==> src/rtl/core/bar_pkg.sv <==
// shared constants and types for the button auto-repeat core
`default_nettype none

package bar_pkg;

  // button and time geometry
  localparam int NumButtons = 16;
  localparam int TimeW      = 32;
  localparam int MaskW      = 16;
  localparam int DelayW     = 16;
  localparam int IndexW     = 8;

  // stream payload widths, padded to whole bytes
  localparam int InFieldsW  = TimeW + MaskW + 1;
  localparam int InDataW    = ((InFieldsW + 7) / 8) * 8;
  localparam int OutFieldsW = 5 * MaskW + 1;
  localparam int OutDataW   = ((OutFieldsW + 7) / 8) * 8;

  // register reset values
  localparam logic [DelayW-1:0] InitialDelayRst  = DelayW'(170);
  localparam logic [DelayW-1:0] RepeatIntervalRst = DelayW'(50);

  // register indexes
  localparam logic [IndexW-1:0] RegInitialDelay  = IndexW'(0);
  localparam logic [IndexW-1:0] RegRepeatInterval = IndexW'(1);

  // time value a released button holds
  localparam logic [TimeW-1:0] TimeIdle = '1;

  // control from the top level to every button lane
  typedef struct packed {
    logic advance;
    logic clear;
  } lane_ctl_t;

  // timing registers seen by the lanes
  typedef struct packed {
    logic [DelayW-1:0] initial_delay_ms;
    logic [DelayW-1:0] repeat_interval_ms;
  } timing_cfg_t;

endpackage

`default_nettype wire

==> src/rtl/core/bar_lane.sv <==
// one button lane: press start and last repeat timestamps plus repeat decision
`default_nettype none

module bar_lane (
  input  wire                          clk,
  input  wire                          rst,
  input  bar_pkg::lane_ctl_t           ctl,
  input  bar_pkg::timing_cfg_t         timing,
  input  wire  [bar_pkg::TimeW-1:0]    now_ms,
  input  wire                          is_down,
  input  wire                          was_down,
  output logic                         rep
);

  logic [bar_pkg::TimeW-1:0] press_start;
  logic [bar_pkg::TimeW-1:0] last_repeat;
  logic [bar_pkg::TimeW-1:0] held_for;
  logic [bar_pkg::TimeW-1:0] since;
  logic                      press_edge;
  logic                      delay_done;
  logic                      interval_done;
  logic                      fire;

  // elapsed times, modulo the time width
  assign held_for = now_ms - press_start;
  assign since    = now_ms - last_repeat;

  // repeat decision
  assign press_edge    = is_down & ~was_down;
  assign delay_done    = held_for >= bar_pkg::TimeW'(timing.initial_delay_ms);
  assign interval_done = (timing.repeat_interval_ms == '0) ||
                         (since >= bar_pkg::TimeW'(timing.repeat_interval_ms));
  assign fire          = is_down & was_down & delay_done & interval_done;
  assign rep           = press_edge | fire;

  // timestamp update
  always_ff @(posedge clk) begin
    if (rst) begin
      press_start <= bar_pkg::TimeIdle;
      last_repeat <= bar_pkg::TimeIdle;
    end else if (ctl.advance) begin
      if (ctl.clear) begin
        press_start <= bar_pkg::TimeIdle;
        last_repeat <= bar_pkg::TimeIdle;
      end else if (press_edge) begin
        press_start <= now_ms;
        last_repeat <= now_ms;
      end else if (!is_down) begin
        press_start <= bar_pkg::TimeIdle;
      end else if (fire) begin
        last_repeat <= now_ms;
      end
    end
  end

endmodule

`default_nettype wire

==> config.mk <==
export PLATFORM = sky130hd
export DESIGN_NAME = bar_lane
export DESIGN_NICKNAME = d
export VERILOG_FILES = /design/src/rtl/core/bar_pkg.sv /design/src/rtl/core/bar_lane.sv
export SDC_FILE = /design/constraint.sdc
export NUM_CORES = 1
export LEC_CHECK = 0
export ABC_AREA = 1
export CAP_MARGIN = 30
export CORE_AREA = 2 2 129 131
export DETAILED_ROUTE_END_ITERATION = 10
export DIE_AREA = 0 0 131 133
export DONT_BUFFER_PORTS = 1
export PLACE_DENSITY_LB_ADDON = 0.25
export SLEW_MARGIN = 25
export SYNTH_ARGS = -nofsm -noshare
export SYNTH_HDL_FRONTEND = slang
export SYNTH_SLANG_ARGS = --single-unit
==> constraint.sdc <==
create_clock -name clk -period 5.1 [get_ports clk]
set_clock_uncertainty 0.15 [all_clocks]
set_input_delay 1.02 -clock clk [delete_from_list [all_inputs] [get_ports clk]]
set_output_delay 1.02 -clock clk [all_outputs]
set_load 0.02 [all_outputs]
# Word-level counts from Yosys, hierarchy flattened
# Index checks and enable logic that the tools add are counted.
# totals
out_inout_bits	1
inputBits	70
wordCells	26
regBits	64
# classes
add_sub_neg	2
bitwise	6
magnitude_cmp	2
muxes	7
n_reduce_logical	6
n_eq_ne	1
# ops
op	n
32-bit 2-to-1 mux	7
32-bit by 16-bit >= comparator with 1-bit output	2
32-bit subtractor	2
16-bit logical NOT	1
3-bit nonzero test	2
1-bit bitwise AND	4
3-bit by 2-bit != test with 1-bit output, second input constant	1
3-bit AND reduction	1
2-bit AND reduction	1
1-bit logical OR	1
1-bit inverter	1
1-bit OR	1

# Depth between registers and ports, before layout
# depth
depth_word	8
depth_mapped	28
depth_no_buf	27

# Worst setup path after synthesis
# OpenSTA, ideal clock, no wires.
# synth_timing
kind	input -> output
from	in now_ms[0] (netlist bit)
to	out rep
n_path_buf	0
t_arrival_ns	3.396
cell_stages	22
setup_slack_ns	0.534
t_required_ns	3.930
path_cell_list	inv_1 > ha_1 > fa_1 > inv_1 > nand2_1 > nand3_1 > nand2_1 > nand2_1 > xor2_1 > ha_1 > nand2_1 > nor2_1 > a211oi_1 > nand2_1 > nor2_1 > nand2_1 > nor2_1 > nand2_1 > nor2_1 > a21oi_2 > nand2_2 > nand2_1
# synth_between
elab_chain_cells	5
word_cells_on_any_way	8
classes_between	2 x add/sub; 2 x order compare; 3 x bitwise; 1 x reduce/logical
# synth_lines
item	line_no	text
from (decl)	bar_lane.sv:9	input wire [bar_pkg::TimeW-1:0] now_ms,
32-bit subtractor, on equally long branches	bar_lane.sv:25, bar_lane.sv:26	
32-bit by 16-bit >= comparator with 1-bit output, on equally long branches	bar_lane.sv:30, bar_lane.sv:32	
1-bit bitwise AND or 1-bit logical OR (tied branches)	bar_lane.sv:33, bar_lane.sv:31	
1-bit bitwise AND *	bar_lane.sv:33	assign fire = is_down & was_down & delay_done & interval_done;
1-bit OR *	bar_lane.sv:34	assign rep = press_edge | fire;
to (decl)	bar_lane.sv:12	output logic rep
# Every way passes the cells marked *; elsewhere a longest branch is shown, timed or not.

# Worst setup path in the final report
# Same ends and word-level chain as after synthesis.

==> impl_metrics.csv <==
group,metric,value,unit
floorplanning,start_util,53.9,%
synth,synth.avg_cell_area,5.74,µm²
synth,yosysSeqAreaShare,14.7,%
place,port_buffers,0,
synth,synth_seq_cells,64,
synth,yosys.area_share.adder,14.0,%
clock_tree,cts_root_buf,"clkbuf_16",
clock_tree,cts_hold_buf,0,
drt,dr.pass1.iters,6,
worst_setup_path,slowest_stage,"fa_1",
drt,viasPerCell,5.05,
place,pre_cts_ws,0.159,ns
synth,synthSimpleGateAreaFrac,42.8,%
finish,diodes,0,
pwr,total_power,2110,µW
worst_hold_path,min_to,"last_repeat[7]",
timing,drv_slew,0,
timing,rsz0062_at_grt,"no",
timing,period_needed,4.87,ns
grt,antenna_found_initial,0,
drt,drc,0,
synth,synth_mux_area_share,0,%
worst_setup_path,cp_slowest_stage_delay,0.40,ns
pwr,peakVddDrop,183,µV
grt,grt_usage,26.4,%
clock_tree,insertion_delay,0.33,ns
finish,drive_above_1_share,10.2,%
timing,min_period_over_period,95.6,%
timing,layout_setup_ws,0.226,ns
worst_setup_path,r2r_slack,1.12,ns
worst_setup_path,crit_chain,"inv_1 -> ha_1 -> fa_1 -> inv_1 -> nand3_1 -> nand3_1 -> nand3_1 -> nand3_1 -> xor2_1 -> ha_1 -> a21oi_1 -> o21ai_0 -> a31oi_1 -> nand3_1 -> nor2_1 -> nand3_1 -> nor2_1 -> nand2_1 -> nand2_2 -> nand2_2",
worst_setup_path,r2r-start,"last_repeat[11]",
pwr,leakage,0.00575,µW
worst_hold_path,hold_class,"register to register",
worst_setup_path,r2r_end,"last_repeat[11]",
grt,grt-ovfl-total,0,
clock_tree,cts_buffers,9,
worst_setup_path,start_kind,"input port",
grt,grt_pass1_wl,36800,µm
drt,ant_nets,0,
clock_tree,cts_tree,"built",
timing,relSlewSlack,45.2,%
run,drv_cap,0,
synth,syn-cell-area,8720,µm²
timing,hold_viol,0,
timing,tns,0,ns
worst_setup_path,cpMostUsedCell,"nand3_1",
finish,utilization,57.2,%
synth,synth-warning-count,0,
synth,syn-num-nets,1685,
floorplanning,core-area,16200,µm²
clock_tree,clock-sinks,64,
place,gp_congestion,0.962,
worst_hold_path,min_from,"last_repeat[7]",
floorplanning,dieArea,17400,µm²
floorplanning,die-height,133,µm
worst_setup_path,worst_ep_required_time,3.93,ns
drt,routed_wl,22900,µm
place,dp_hpwl,19200,µm
worst_setup_path,cp_max_fo,4,
clock_tree,cts.reportedPaths.clkPinSlew,0.05,ns
synth,synth-compound-area-share,9.27,%
pwr,p_per_area,228,nW/µm²
clock_tree,htree_levels,3,
drt,drt_first_iter_violations,675,
drt,post_drt_wl_per_cell,13.2,µm
status,outcome,"complete, no violations",
floorplanning,top_level_ports,71,
finish,area_growth,6.07,%
synth,synth_top_family_by_area,"simple AND/OR/NAND/NOR gates",
grt,grt_start_max_net_pins,63,
worst_setup_path,cp.arrival,3.70,ns
timing,finalSetupViolations,0,
clock_tree,clockBufferDepth,2,
timing,tightest_slew,0.822,ns
grt,grt_pass1_vias,7713,
worst_hold_path,worst_hold_path.num_cells,2,
worst_setup_path,rr_worst_depth,22,
synth,synth_xor_area_share,3.01,%
finish,nets,1672,
floorplanning,die_w,131,µm
worst_setup_path,critical_path.endpoint_type,"output pin",
synth,synth_cells,1519,
floorplanning,fp-row-count,47,
worst_setup_path,worstSetupPathType,"input port to output pin",
drt,vias,8743,
finish,nFillCells,1676,
timing,max_freq,0.205,GHz
timing,whs,0.305,ns
synth,synth_cell_types,41,
-- cell type report --
class	instances	area [µm²]	area share (%)
multi-input combinational	1093	6060	65.5
inverter	334	1250	13.6
tap	220	275	2.98
clock inverter	7	120	1.30
timing repair buffer	4	30.0	0.325
sequential	64	1280	13.9
clock buffer	9	225	2.44
-- synth_stat cells (all sizes together) --
master | instances | area share (%)
nand4 | 17 | 1.2
nor3b | 1 | 0.14
xor2 | 25 | 2.5
nand3 | 124 | 8.8
and2 | 2 | 0.14
nor2 | 107 | 4.8
a21o | 1 | 0.086
a21oi | 56 | 3.3
nand3b | 3 | 0.26
dfxtp | 64 | 15
inv | 331 | 14
o31a | 1 | 0.10
ha | 94 | 13
o21bai | 8 | 0.69
buf | 7 | 0.99
nand2 | 530 | 24
o21ai | 39 | 2.2
xnor2 | 5 | 0.50
fa | 2 | 0.46
clkinv | 3 | 0.13
nor3 | 11 | 0.82
o211ai | 30 | 2.6
clkbuf | 21 | 0.90
nor4 | 2 | 0.14
or2 | 31 | 2.2
a31oi | 2 | 0.14
a211oi | 2 | 0.17
-- worst max path at each step --
| stage | startpoint | cells after the start | slack, ns | to |
|---|---|---|---|---|
| 2_1_floorplan | now_ms[0] | 22 | 0.53 | rep |
| 3_3_place_gp | now_ms[0] | 22 | 0.20 | rep |
| 6_report | now_ms[0] | 20 | 0.23 | rep |
| 4_1_cts | now_ms[0] | 22 | 0.14 | rep |
| 5_1_grt | now_ms[11] | 17 | 0.01 | rep |
| 3_5_place_dp | now_ms[0] | 22 | 0.16 | rep |
-- cells by family after synthesis --
logic type,count (synthesis)
flops,64
xor+xnor,30
fa+ha+maj,96
compound gates,139
simple gates,828
buf+inv,362
-- per-stage QoR --
stage	instance area, µm²	std cells
floorplan	8720	1519
global placement	8850	1714
detailed placement	8850	1714
CTS	9200	1730
global route	9250	1731
finish	9250	1731
-- state kept, by name, summed over array words and instances (netlist names) --
signal and flops:
last_repeat 32, press_start 32
-- cells in the final DEF, fill, tap and decap left out, types with 3 or more instances in the layout --
cell,count
nor2_1,100
nand2_1,486
dfxtp_1,64
o211ai_1,30
xnor2_1,5
inv_1,317
o21ai_1,3
a21oi_1,54
o21ai_0,36
nand3_2,33
bufinv_16,3
or2_2,30
nand3b_1,3
o21bai_1,8
nor2_2,5
buf_4,4
clkinv_1,3
nand4_1,17
nand3_1,91
nand2_2,42
ha_1,94
clkbuf_16,9
xor2_1,25
inv_2,14
nor3_1,9
-- critical path: cells and delay by family --
family,cells,cell delay (ns)
AND/OR/NAND/NOR,11,1.19
adder cells (fa/ha/maj),3,0.81
AO/OA/AOI/OAI,3,0.40
buffers and inverters,2,0.15
XOR/XNOR,1,0.11
-- layer usage --
metal  vias up  global-route usage, %  share of wire (%)
met1      3852                   35.9                 46
met2       203                   43.4                 46
met3        21                   5.98                7.0
met4         0                   3.84                1.0
li1       4667                      -                  -
met5         -                      0                  0
-- power by group --
part           internal [µW]  leakage [µW]  switching [µW]
clock network            478      0.000166             230
logic                    309       0.00506             538
registers                536      0.000530            18.6
-- repair_timing --
item                       4_1_cts  5_1_grt
resized for setup                0       12
buffers inserted                 0        1
setup endpoints to repair        0        1
No activity file was read; power rests on OpenSTA's default activity.
