File: config.mk
export PLATFORM = sky130hd
export DESIGN_NAME = bar_cfg
export DESIGN_NICKNAME = d
export VERILOG_FILES = /design/src/rtl/core/bar_pkg.sv /design/src/rtl/core/bar_cfg.sv
export SDC_FILE = /design/constraint.sdc
export NUM_CORES = 1
export LEC_CHECK = 0
export BUFFER_PORTS_ARGS = -buffer_cell sky130_fd_sc_hd__clkbuf_2
export CAP_MARGIN = 25
export CORE_MARGIN = 5
export CORE_UTILIZATION = 30
export DETAILED_ROUTE_END_ITERATION = 10
export PLACE_DENSITY_LB_ADDON = 0.25
export SLEW_MARGIN = 20
export SYNTH_ARGS = -nofsm -noshare
export SYNTH_HDL_FRONTEND = slang
export SYNTH_SLANG_ARGS = --single-unit
File: constraint.sdc
create_clock -name clk -period 4.57 [get_ports clk]
set_input_delay 0.6855 -clock clk [delete_from_list [all_inputs] [get_ports clk]]
set_output_delay 0.6855 -clock clk [all_outputs]
set_load 0.005 [all_outputs]
File: src/rtl/core/bar_pkg.sv
// shared constants and types for the button auto-repeat core
`default_nettype none

package bar_pkg;

  // button and time geometry
  localparam int NumButtons = 16;
  localparam int TimeW      = 32;
  localparam int MaskW      = 16;
  localparam int DelayW     = 16;
  localparam int IndexW     = 8;

  // stream payload widths, padded to whole bytes
  localparam int InFieldsW  = TimeW + MaskW + 1;
  localparam int InDataW    = ((InFieldsW + 7) / 8) * 8;
  localparam int OutFieldsW = 5 * MaskW + 1;
  localparam int OutDataW   = ((OutFieldsW + 7) / 8) * 8;

  // register reset values
  localparam logic [DelayW-1:0] InitialDelayRst  = DelayW'(170);
  localparam logic [DelayW-1:0] RepeatIntervalRst = DelayW'(50);

  // register indexes
  localparam logic [IndexW-1:0] RegInitialDelay  = IndexW'(0);
  localparam logic [IndexW-1:0] RegRepeatInterval = IndexW'(1);

  // time value a released button holds
  localparam logic [TimeW-1:0] TimeIdle = '1;

  // control from the top level to every button lane
  typedef struct packed {
    logic advance;
    logic clear;
  } lane_ctl_t;

  // timing registers seen by the lanes
  typedef struct packed {
    logic [DelayW-1:0] initial_delay_ms;
    logic [DelayW-1:0] repeat_interval_ms;
  } timing_cfg_t;

endpackage

`default_nettype wire

File: src/rtl/core/bar_cfg.sv
// configuration registers: initial delay and repeat interval
`default_nettype none

module bar_cfg (
  input  wire                           clk,
  input  wire                           rst,
  input  wire                           cfg_valid,
  output logic                          cfg_ready,
  input  wire  [bar_pkg::IndexW-1:0]    cfg_index,
  input  wire  [bar_pkg::DelayW-1:0]    cfg_data,
  output bar_pkg::timing_cfg_t          timing
);

  // writes are always accepted
  assign cfg_ready = 1'b1;

  // register file; unknown indexes are dropped
  always_ff @(posedge clk) begin
    if (rst) begin
      timing.initial_delay_ms   <= bar_pkg::InitialDelayRst;
      timing.repeat_interval_ms <= bar_pkg::RepeatIntervalRst;
    end else if (cfg_valid) begin
      if (cfg_index == bar_pkg::RegInitialDelay) begin
        timing.initial_delay_ms <= cfg_data;
      end else if (cfg_index == bar_pkg::RegRepeatInterval) begin
        timing.repeat_interval_ms <= cfg_data;
      end
    end
  end

endmodule

`default_nettype wire

* After elaboration in Yosys (flattened, before gate mapping) *
Index checks and enable logic that the tools add are counted.

operators by class
  equality and inequality tests = 1
  bitwise operators = 1
  reduce and logical (&&, ||, !) cells = 3

operator list
  operator              count
  $eq A8 B1 Y1 const B  1
  $logic_not A8 Y1      1
  $reduce_and A3 Y1     1
  $reduce_and A2 Y1     1
  $not A1 Y1            1

word-level totals
  register bits after elaboration = 32
  bits of input ports = 27
  word-level logic and storage cells = 7

* Depth between registers and ports, before layout *
Gate-level depths: netlist of run 1.

  word-level depth = 3
  depth in mapped cells = 5
  depth with buffers taken out = 3

* Worst setup path before layout of run 1 *
No wires, ideal clock.

  path type = input-to-reg
  start = input cfg_index[6] (netlist name)
  end = register timing[10] (netlist name)
  arrival time = 1903 ps
  required time = 4498 ps
  setup slack = 2596 ps
  stages on the path = 4
  buffers on the path = 1
  path through = or4b_1 > buf_2 > nor3_4 > mux2i_1

between the ends
  cells in the longest elaborated chain, start to end = 3
  elaborated cells between the ends (all ways) = 4

RTL lines
  item                             RTL line       source
  start: declaration               bar_cfg.sv:9   input wire [bar_pkg::IndexW-1:0] cfg_index,
  $logic_not A8 Y1                 bar_cfg.sv:23  if (cfg_index == bar_pkg::RegInitialDelay) begin
  $not A1 Y1 (no line)             n/a
  $reduce_and A3 Y1 (no line) (*)  n/a
  end: declaration                 bar_cfg.sv:11  output bar_pkg::timing_cfg_t timing

Every way passes the cells marked *; elsewhere a longest branch is shown, timed or not.
A chain may end at the register's enable or synchronous reset.

* Final worst setup path of run 1 *
  start = input cfg_index[6] (netlist name)
  end = register timing[16] (netlist name)

between the ends
  cells in the longest elaborated chain, start to end = 2

RTL lines
  item                         RTL line
  $logic_not A8 Y1             bar_cfg.sv:23
  $reduce_and A2 Y1 (no line)  n/a

No other way between the ends.

==> results of run 1 <==
synthesized netlist by cell type, types with 2 or more instances:
cell	instances
dfxtp_1	32
o31ai_1	3
mux2i_1	29
nand4_1	3
buf_4	2
clkbuf_1	6
nor2_1	12
nand2b_1	33
nand3_1	2
a21oi_1	3
layout make-up:
| type | instances | area [µm²] | share of cell area |
|---|---|---|---|
| repair buffers | 58 | 290 | 0.165 |
| flip-flops and latches | 32 | 641 | 0.364 |
| clock buffers | 6 | 72.6 | 0.0412 |
| clock inverters | 1 | 5.00 | 0.00284 |
| multi-input cells | 92 | 683 | 0.388 |
| well taps | 52 | 65.1 | 0.0370 |
| inverters | 1 | 3.75 | 0.00213 |
final timing paths:
kind                              startpoint  cells after the start  slack [ns]         end
worst min-delay path               timing[7]                      2        0.47   timing[7]
worst min register to register     timing[7]                      2        0.47   timing[7]
worst max-delay path            cfg_index[6]                      4        2.25  timing[16]
worst max register to register     timing[3]                      2        3.93   timing[3]
layer usage:
layer | GRT usage | vias to the layer above | part of all wire
met5 | 0 | - | 0
met4 | 0.0412 | 0 | 0.010
met3 | 0.0451 | 4 | 0.079
met2 | 0.165 | 42 | 0.43
met1 | 0.136 | 503 | 0.48
li1 | - | 561 | -
worst reg2reg max path: cells and delay by family (launching register included):
kind	cells	cell delay [ns]
AOI/OAI and AO/OA	2	0.23
DFF	1	0.34
logic make-up after synthesis:
group	after synthesis
AOI/OAI and AO/OA	6
other	1
DFF	32
buffers and inverters	10
and+or+nand+nor	56
muxes	29
metrics by stage:
| stage | power (mW) | cells | hold slack [ns] | setup slack (ns) |
|---|---|---|---|---|
| after floorplan | 0.303 | 134 | 0.465 | 2.60 |
| after global placement | 0.319 | 235 | 0.467 | 2.02 |
| after detailed placement | 0.319 | 235 | 0.464 | 1.96 |
| after CTS | 0.521 | 242 | 0.477 | 2.25 |
| after global routing | 0.539 | 242 | 0.496 | 2.17 |
| final | 0.512 | 242 | 0.474 | 2.25 |
power by group through the flow:
stage / Clock, mW / Sequential, mW / Combinational, mW
after floorplan: 0 / 0.286 / 0.0175
after global placement: 0 / 0.286 / 0.0330
after detailed placement: 0 / 0.286 / 0.0331
after CTS: 0.208 / 0.279 / 0.0333
after global routing: 0.223 / 0.279 / 0.0367
final: 0.200 / 0.279 / 0.0327
==> reports/results.ini, run 1 <==
[drt]
wire_per_inst_um = 12.8
first_iter_violations = 33
drtAntennaViolNets = 0
vias_per_cell = 4.59
drtPass1Iterations = 4
drcViolationCount = 0
vias = 1110
routed_wirelength_um = 3090

[logic_synthesis]
yosys.area.top_type_share = 0.469
synthTopCellsByArea = dfxtp_1 (47%), mux2i_1 (21%), nand2b_1 (15%)
syn_area_per_cell_um2 = 10.2
synth_edf_count = 0
ys.flop_type = dfxtp_1
synthAdderAreaFrac = 0
synthCells = 134
yosys.area.top_type = dfxtp_1
synth_top_family_by_area = simple AND/OR/NAND/NOR gates
yosysUniqueCellTypes = 19
synth-seq-cells = 32
ys_seq_area_frac = 0.469
synthXorXnorAreaFrac = 0
async_flop_share = 0
yosysWarnings = 0
synthSimpleGateAreaFrac = 0.254
synth_compound_area_frac = 0.0275
synth_fp_nets = 161
netlist_area_um2 = 1370
synth_mux_area_frac = 0.213

[grt]
grt_max_degree = 49
grt.total_usage = 0.108
first_global_vias = 1165
grt_pass1_wl_um = 5280
grt_remaining_overflow = 0
antenna_found_initial = 0

[clock_tree]
cts_tree = built
h-tree-depth = 2
cts_root_buf = clkbuf_8
cts_setup_buffers = 0
cts.repair.resized = 0
cts_buffers = 5
ctsHoldBuffers = 0
clk_pin_slew_ns = 0.06
clk_path_buf_depth = 2
cts_sinks = 32
clk_latency_ns = 0.27

[pwr]
p_int_mw = 0.398
powerDensity_nw_per_um2 = 291
seqPwrFrac = 0.545
swShare = 0.222
comb_power_share = 0.064
leakage_nw = 0.805
power.switching_mw = 0.114
clkPwrFrac = 0.391
vdd_drop_max_mv = 0.128

[timing]
fmax_ghz = 0.431
relSlewSlack = 0.365
period_needed_ns = 2.32
hold_viol_final = 0
rsz0062_at_grt = false
fin_skew_ns = 0
finalSetupViolations = 0
fin_setup_tns_ns = 0
worstMarginPinSlew_ns = 0.947
finalMaxSlewViolations = 0
fin_crit_sh = 0.507

[setup_path]
path_class = input port to register
crit_fanout = 9
cp.arrival_ns = 2.52
crit_path_start_kind = input port
critPathBufInv = 1
end_kind = register
slowest_delay_ns = 0.81
crit_path_cell_trace = clkbuf_2 > or4b_1 > nor3_2 > mux2i_1
cp_slowest_cell = nor3_2
critical-path-top-delay-family = simple AND/OR/NAND/NOR gates
required_ns = 4.77

[floorplanning]
start_util = 0.311
die_area_um2 = 6000
num_rows = 24
coreArea_um2 = 4380
ios = 60
fp.dieH_um = 77.5
die_x_um = 77.5

[cells_and_area]
drive_gt1_frac = 0.358
design_area_um2 = 1760
fillers = 451
n_antenna_cell = 0
final_cell_mix = clkbuf_2 (58), nand2b_1 (33), dfxtp_1 (32), mux2i_1 (29), nor2_1 (12)
final_common_cell = clkbuf_2
final_core_util = 0.402
reg_top3 = timing: 32 flops
nets = 217
area_growth_pct = 29.0
largest_register_ffs = 32
largest_register = timing

[status]
status = complete, no violations

[flow_run]
max-cap-violations = 0

[placement]
place_area_um2 = 1680
dp_hpwl_um = 2290
io_buffer_count = 58
finalWeightedCongestion = 0.756

[worst_hold_path]
min_path_type = register to register

No activity file was read; power rests on OpenSTA's default activity.
==> inputs of run 2 (changes only) <==
==> constraint.sdc (replaced) <==
create_clock -name clk -period 2.3 [get_ports clk]
set_input_delay 0.345 -clock clk [delete_from_list [all_inputs] [get_ports clk]]
set_output_delay 0.345 -clock clk [all_outputs]
set_load 0.005 [all_outputs]
==> reports/results.ini, run 2 (synthesis results as in run 1) <==
[status]
status = complete, no violations

[timing]
rsz0062_at_grt = false
finalSetupViolations = 0
relSlewSlack = 0.517
fin_crit_sh = 0.700
fin_setup_tns_ns = 0
fin_skew_ns = 0
worstMarginPinSlew_ns = 0.724
period_needed_ns = 1.61
hold_viol_final = 0
fin_ws_ns = 0.690
fmax_ghz = 0.621
finalMaxSlewViolations = 0

[clock_tree]
cts_tree = built
cts_root_buf = clkbuf_8
clk_latency_ns = 0.27
ctsHoldBuffers = 0
clk_pin_slew_ns = 0.06
cts.repair.resized = 0
cts_sinks = 32
h-tree-depth = 2
cts_setup_buffers = 0
clk_path_buf_depth = 2
cts_buffers = 5

[grt]
antenna_found_initial = 0
grt_max_degree = 49
use_met2 = 0.162
grtUsageMet3 = 0.0556
first_global_vias = 1138
grt.total_usage = 0.106
grt_pass1_wl_um = 5190
grt_remaining_overflow = 0
busiest_layer = met2
use_met1 = 0.128

[cells_and_area]
final_common_cell = clkbuf_2
drive_gt1_frac = 0.363
n_antenna_cell = 0
largest_register_ffs = 32
design_area_um2 = 1790
reg_top3 = timing: 32 flops
final_cell_mix = clkbuf_2 (58), nand2b_1 (33), dfxtp_1 (32), mux2i_1 (29), nor2_1 (12)
largest_register = timing
nets = 219
area_growth_pct = 31.0

[drt]
wire_per_inst_um = 12.6
vias_per_cell = 4.57
drcViolationCount = 0
vias = 1120
drtAntennaViolNets = 0
first_iter_violations = 39
drtPass1Iterations = 4
routed_wirelength_um = 3080

[placement]
dp_hpwl_um = 2320
place_ws_ns = 0.397
io_buffer_count = 58
finalWeightedCongestion = 0.830
place_area_um2 = 1700

[setup_path]
path_class = input port to register
critPathBufInv = 1
required_ns = 2.50
end_kind = register
critical-path-top-delay-family = simple AND/OR/NAND/NOR gates
crit_path_start_kind = input port
cp.arrival_ns = 1.82
cp_slowest_cell = or4b_1
crit_path_cell_trace = clkbuf_2 > or4b_1 > nor3_4 > mux2i_1
slowest_delay_ns = 0.67
crit_fanout = 7

[pwr]
leakage_nw = 0.820
powerDensity_nw_per_um2 = 589
power_mw = 1.05
vdd_drop_max_mv = 0.291

[floorplanning]
coreArea_um2 = 4380
ios = 60
fp.dieH_um = 77.5
num_rows = 24
start_util = 0.311
die_x_um = 77.5
die_area_um2 = 6000

[flow_run]
max-cap-violations = 0

[worst_hold_path]
min_path_type = input port to register

run 2: path summary, 6_finish.rpt:
path / from / endpoint / slack, ns / depth (start not counted)
setup / recovery: cfg_index[6] / timing[12] / 0.69 / 4
hold / removal: cfg_data[7] / timing[7] / 0.32 / 3
setup reg to reg: timing[20] / timing[20] / 1.64 / 2
hold reg to reg: timing[16] / timing[16] / 0.47 / 2
run 2: final cells by class:
| class | instances | area, µm² |
|---|---|---|
| inverter | 1 | 3.75 |
| fill | 459 | 2600 |
| timing repair buffer | 60 | 305 |
| clock buffer | 8 | 90.1 |
| multi-input combinational | 92 | 683 |
| sequential | 32 | 641 |
| tap | 52 | 65.1 |
run 2: metal layers:
metal,up-vias,share of wire
li1,567,-
met1,513,0.45
met2,38,0.45
met3,2,0.094
met4,0,0.0039
met5,-,0
run 2: power breakdown:
part	switching (mW)	leakage [nW]	internal, mW	total [mW]
clock network	0.189	0.0455	0.244	0.432
logic	0.0331	0.517	0.0322	0.0652
registers	0.000379	0.258	0.555	0.555
total	0.222	0.820	0.831	1.05
run 2: worst register-to-register path, cell delays in order (launching register included):
cell	delay (ns)
dfxtp_1	0.34
o31ai_1	0.08
a21oi_1	0.16
run 2: stage by stage:
stage | std cells | hold WS (ns) | util
2_1_floorplan | 134 | 0.465 | -
6_report | 245 | 0.322 | 0.408
3_5_place_dp | 237 | 0.468 | 0.387
5_1_grt | 245 | 0.320 | 0.408
3_3_place_gp | 237 | 0.464 | 0.387
4_1_cts | 245 | 0.308 | 0.408
==> inputs of run 3 (changes only) <==
==> constraint.sdc (replaced) <==
create_clock -name clk -period 1.54 [get_ports clk]
set_input_delay 0.231 -clock clk [delete_from_list [all_inputs] [get_ports clk]]
set_output_delay 0.231 -clock clk [all_outputs]
set_load 0.005 [all_outputs]
==> reports/results.ini, run 3 (synthesis results as in run 1) <==
[timing]
fmax_ghz = 0.710
finalMaxSlewViolations = 0
rsz0062_at_grt = false
fin_crit_sh = 0.915
finalSetupViolations = 0
period_needed_ns = 1.41
hold_viol_final = 0
fin_skew_ns = 0
fin_ws_ns = 0.131

[placement]
dp_hpwl_um = 2350
place_ws_ns = -0.153
finalWeightedCongestion = 0.774
placed_cells = 247
io_buffer_count = 58
place_area_um2 = 1800

[drt]
drtAntennaViolNets = 0
vias = 1153
first_iter_violations = 29
vias_per_cell = 4.52
drcViolationCount = 0
drtPass1Iterations = 4
routed_wirelength_um = 3110
wire_per_inst_um = 12.2

[cells_and_area]
largest_register = timing
reg_top3 = timing: 32 flops
final_common_cell = clkbuf_2
n_antenna_cell = 0
largest_register_ffs = 32
design_area_um2 = 1890
nets = 229
area_growth_pct = 38.3
final_cell_mix = clkbuf_2 (58), nand2b_1 (33), dfxtp_1 (32), mux2i_1 (29), nor2_1 (12)
final_cells = 255
drive_gt1_frac = 0.394

[clock_tree]
cts_buffers = 5
cts_setup_buffers = 0
cts_sinks = 32
cts_root_buf = clkbuf_8
clk_latency_ns = 0.27
ctsHoldBuffers = 0
cts.repair.resized = 0
clk_path_buf_depth = 2
clk_pin_slew_ns = 0.06
cts_tree = built
h-tree-depth = 2

[grt]
grt_remaining_overflow = 0
antenna_found_initial = 0
grt_max_degree = 49
grt_pass1_wl_um = 5390
first_global_vias = 1200
grt.total_usage = 0.110

[floorplanning]
num_rows = 24
start_util = 0.311
die_area_um2 = 6000
coreArea_um2 = 4380
die_x_um = 77.5
ios = 60
fp.dieH_um = 77.5

[pwr]
comb_power_share = 0.071
leakage_nw = 0.876
p_int_mw = 1.25
swShare = 0.214
clkPwrFrac = 0.409
vdd_drop_max_mv = 0.410
power.switching_mw = 0.341
seqPwrFrac = 0.520
powerDensity_nw_per_um2 = 845

[setup_path]
path_class = input port to register
crit_fanout = 9
rr_endpoint = timing[3]
rr_worst_depth = 2
cp.arrival_ns = 1.61
required_ns = 1.74
crit_path_start_kind = input port
r2r-start = timing[3]
r2r_slack_ns = 0.93
end_kind = register

[status]
status = complete, no violations

[worst_hold_path]
min_path_type = input port to register
min-delay-start = cfg_data[3]
holdPathEnd = timing[3]
worstHoldPathCells = 3

[flow_run]
max-cap-violations = 0

run 3: per-layer routing:
layer,part of all wire,GRT usage
met3,0.087,0.0521
met2,0.43,0.168
met4,0.013,0.0361
met5,0,0
met1,0.47,0.138
run 3: power by group through the flow:
stage / registers, mW / clock network (mW) / logic, mW
final: 0.829 / 0.653 / 0.114
after global routing: 0.828 / 0.719 / 0.126
after CTS: 0.829 / 0.686 / 0.116
after detailed placement: 0.848 / 0 / 0.115
after global placement: 0.848 / 0 / 0.116
after floorplan: 0.848 / 0 / 0.0518
run 3: how the worst max path moves through the flow:
stage | endpoint | slack (ns) | start
global placement | timing[16] | -0.11 | cfg_index[6]
global route | timing[17] | 0.07 | cfg_index[6]
detailed placement | timing[31] | -0.15 | cfg_index[6]
finish | timing[31] | 0.13 | cfg_index[6]
floorplan | timing[10] | 0.02 | cfg_index[6]
CTS | timing[31] | 0.14 | cfg_index[6]
run 3: critical path, stage by stage:
cell	delay, ns
clkbuf_2	0.09
or4b_1	0.66
nor3_2	0.19
buf_4	0.23
mux2i_1	0.20
run 3: area by class of cell:
type                    count  area, µm²
clock buffers               8       90.1
repair buffers             70        405
well taps                  52       65.1
multi-input cells          92        683
fillers                   443       2500
flip-flops and latches     32        641
inverters                   1       3.75
run 3: per-stage QoR:
| step | hold WS [ns] | setup TNS [ns] | util | power [mW] |
|---|---|---|---|---|
| finish | 0.208 | 0 | 0.431 | 1.60 |
| global route | 0.220 | 0 | 0.431 | 1.67 |
| CTS | 0.197 | 0 | 0.431 | 1.63 |
| detailed placement | 0.461 | -1.88 | 0.410 | 0.963 |
| global placement | 0.463 | -1.64 | 0.410 | 0.964 |
| floorplan | 0.381 | 0 | - | 0.900 |
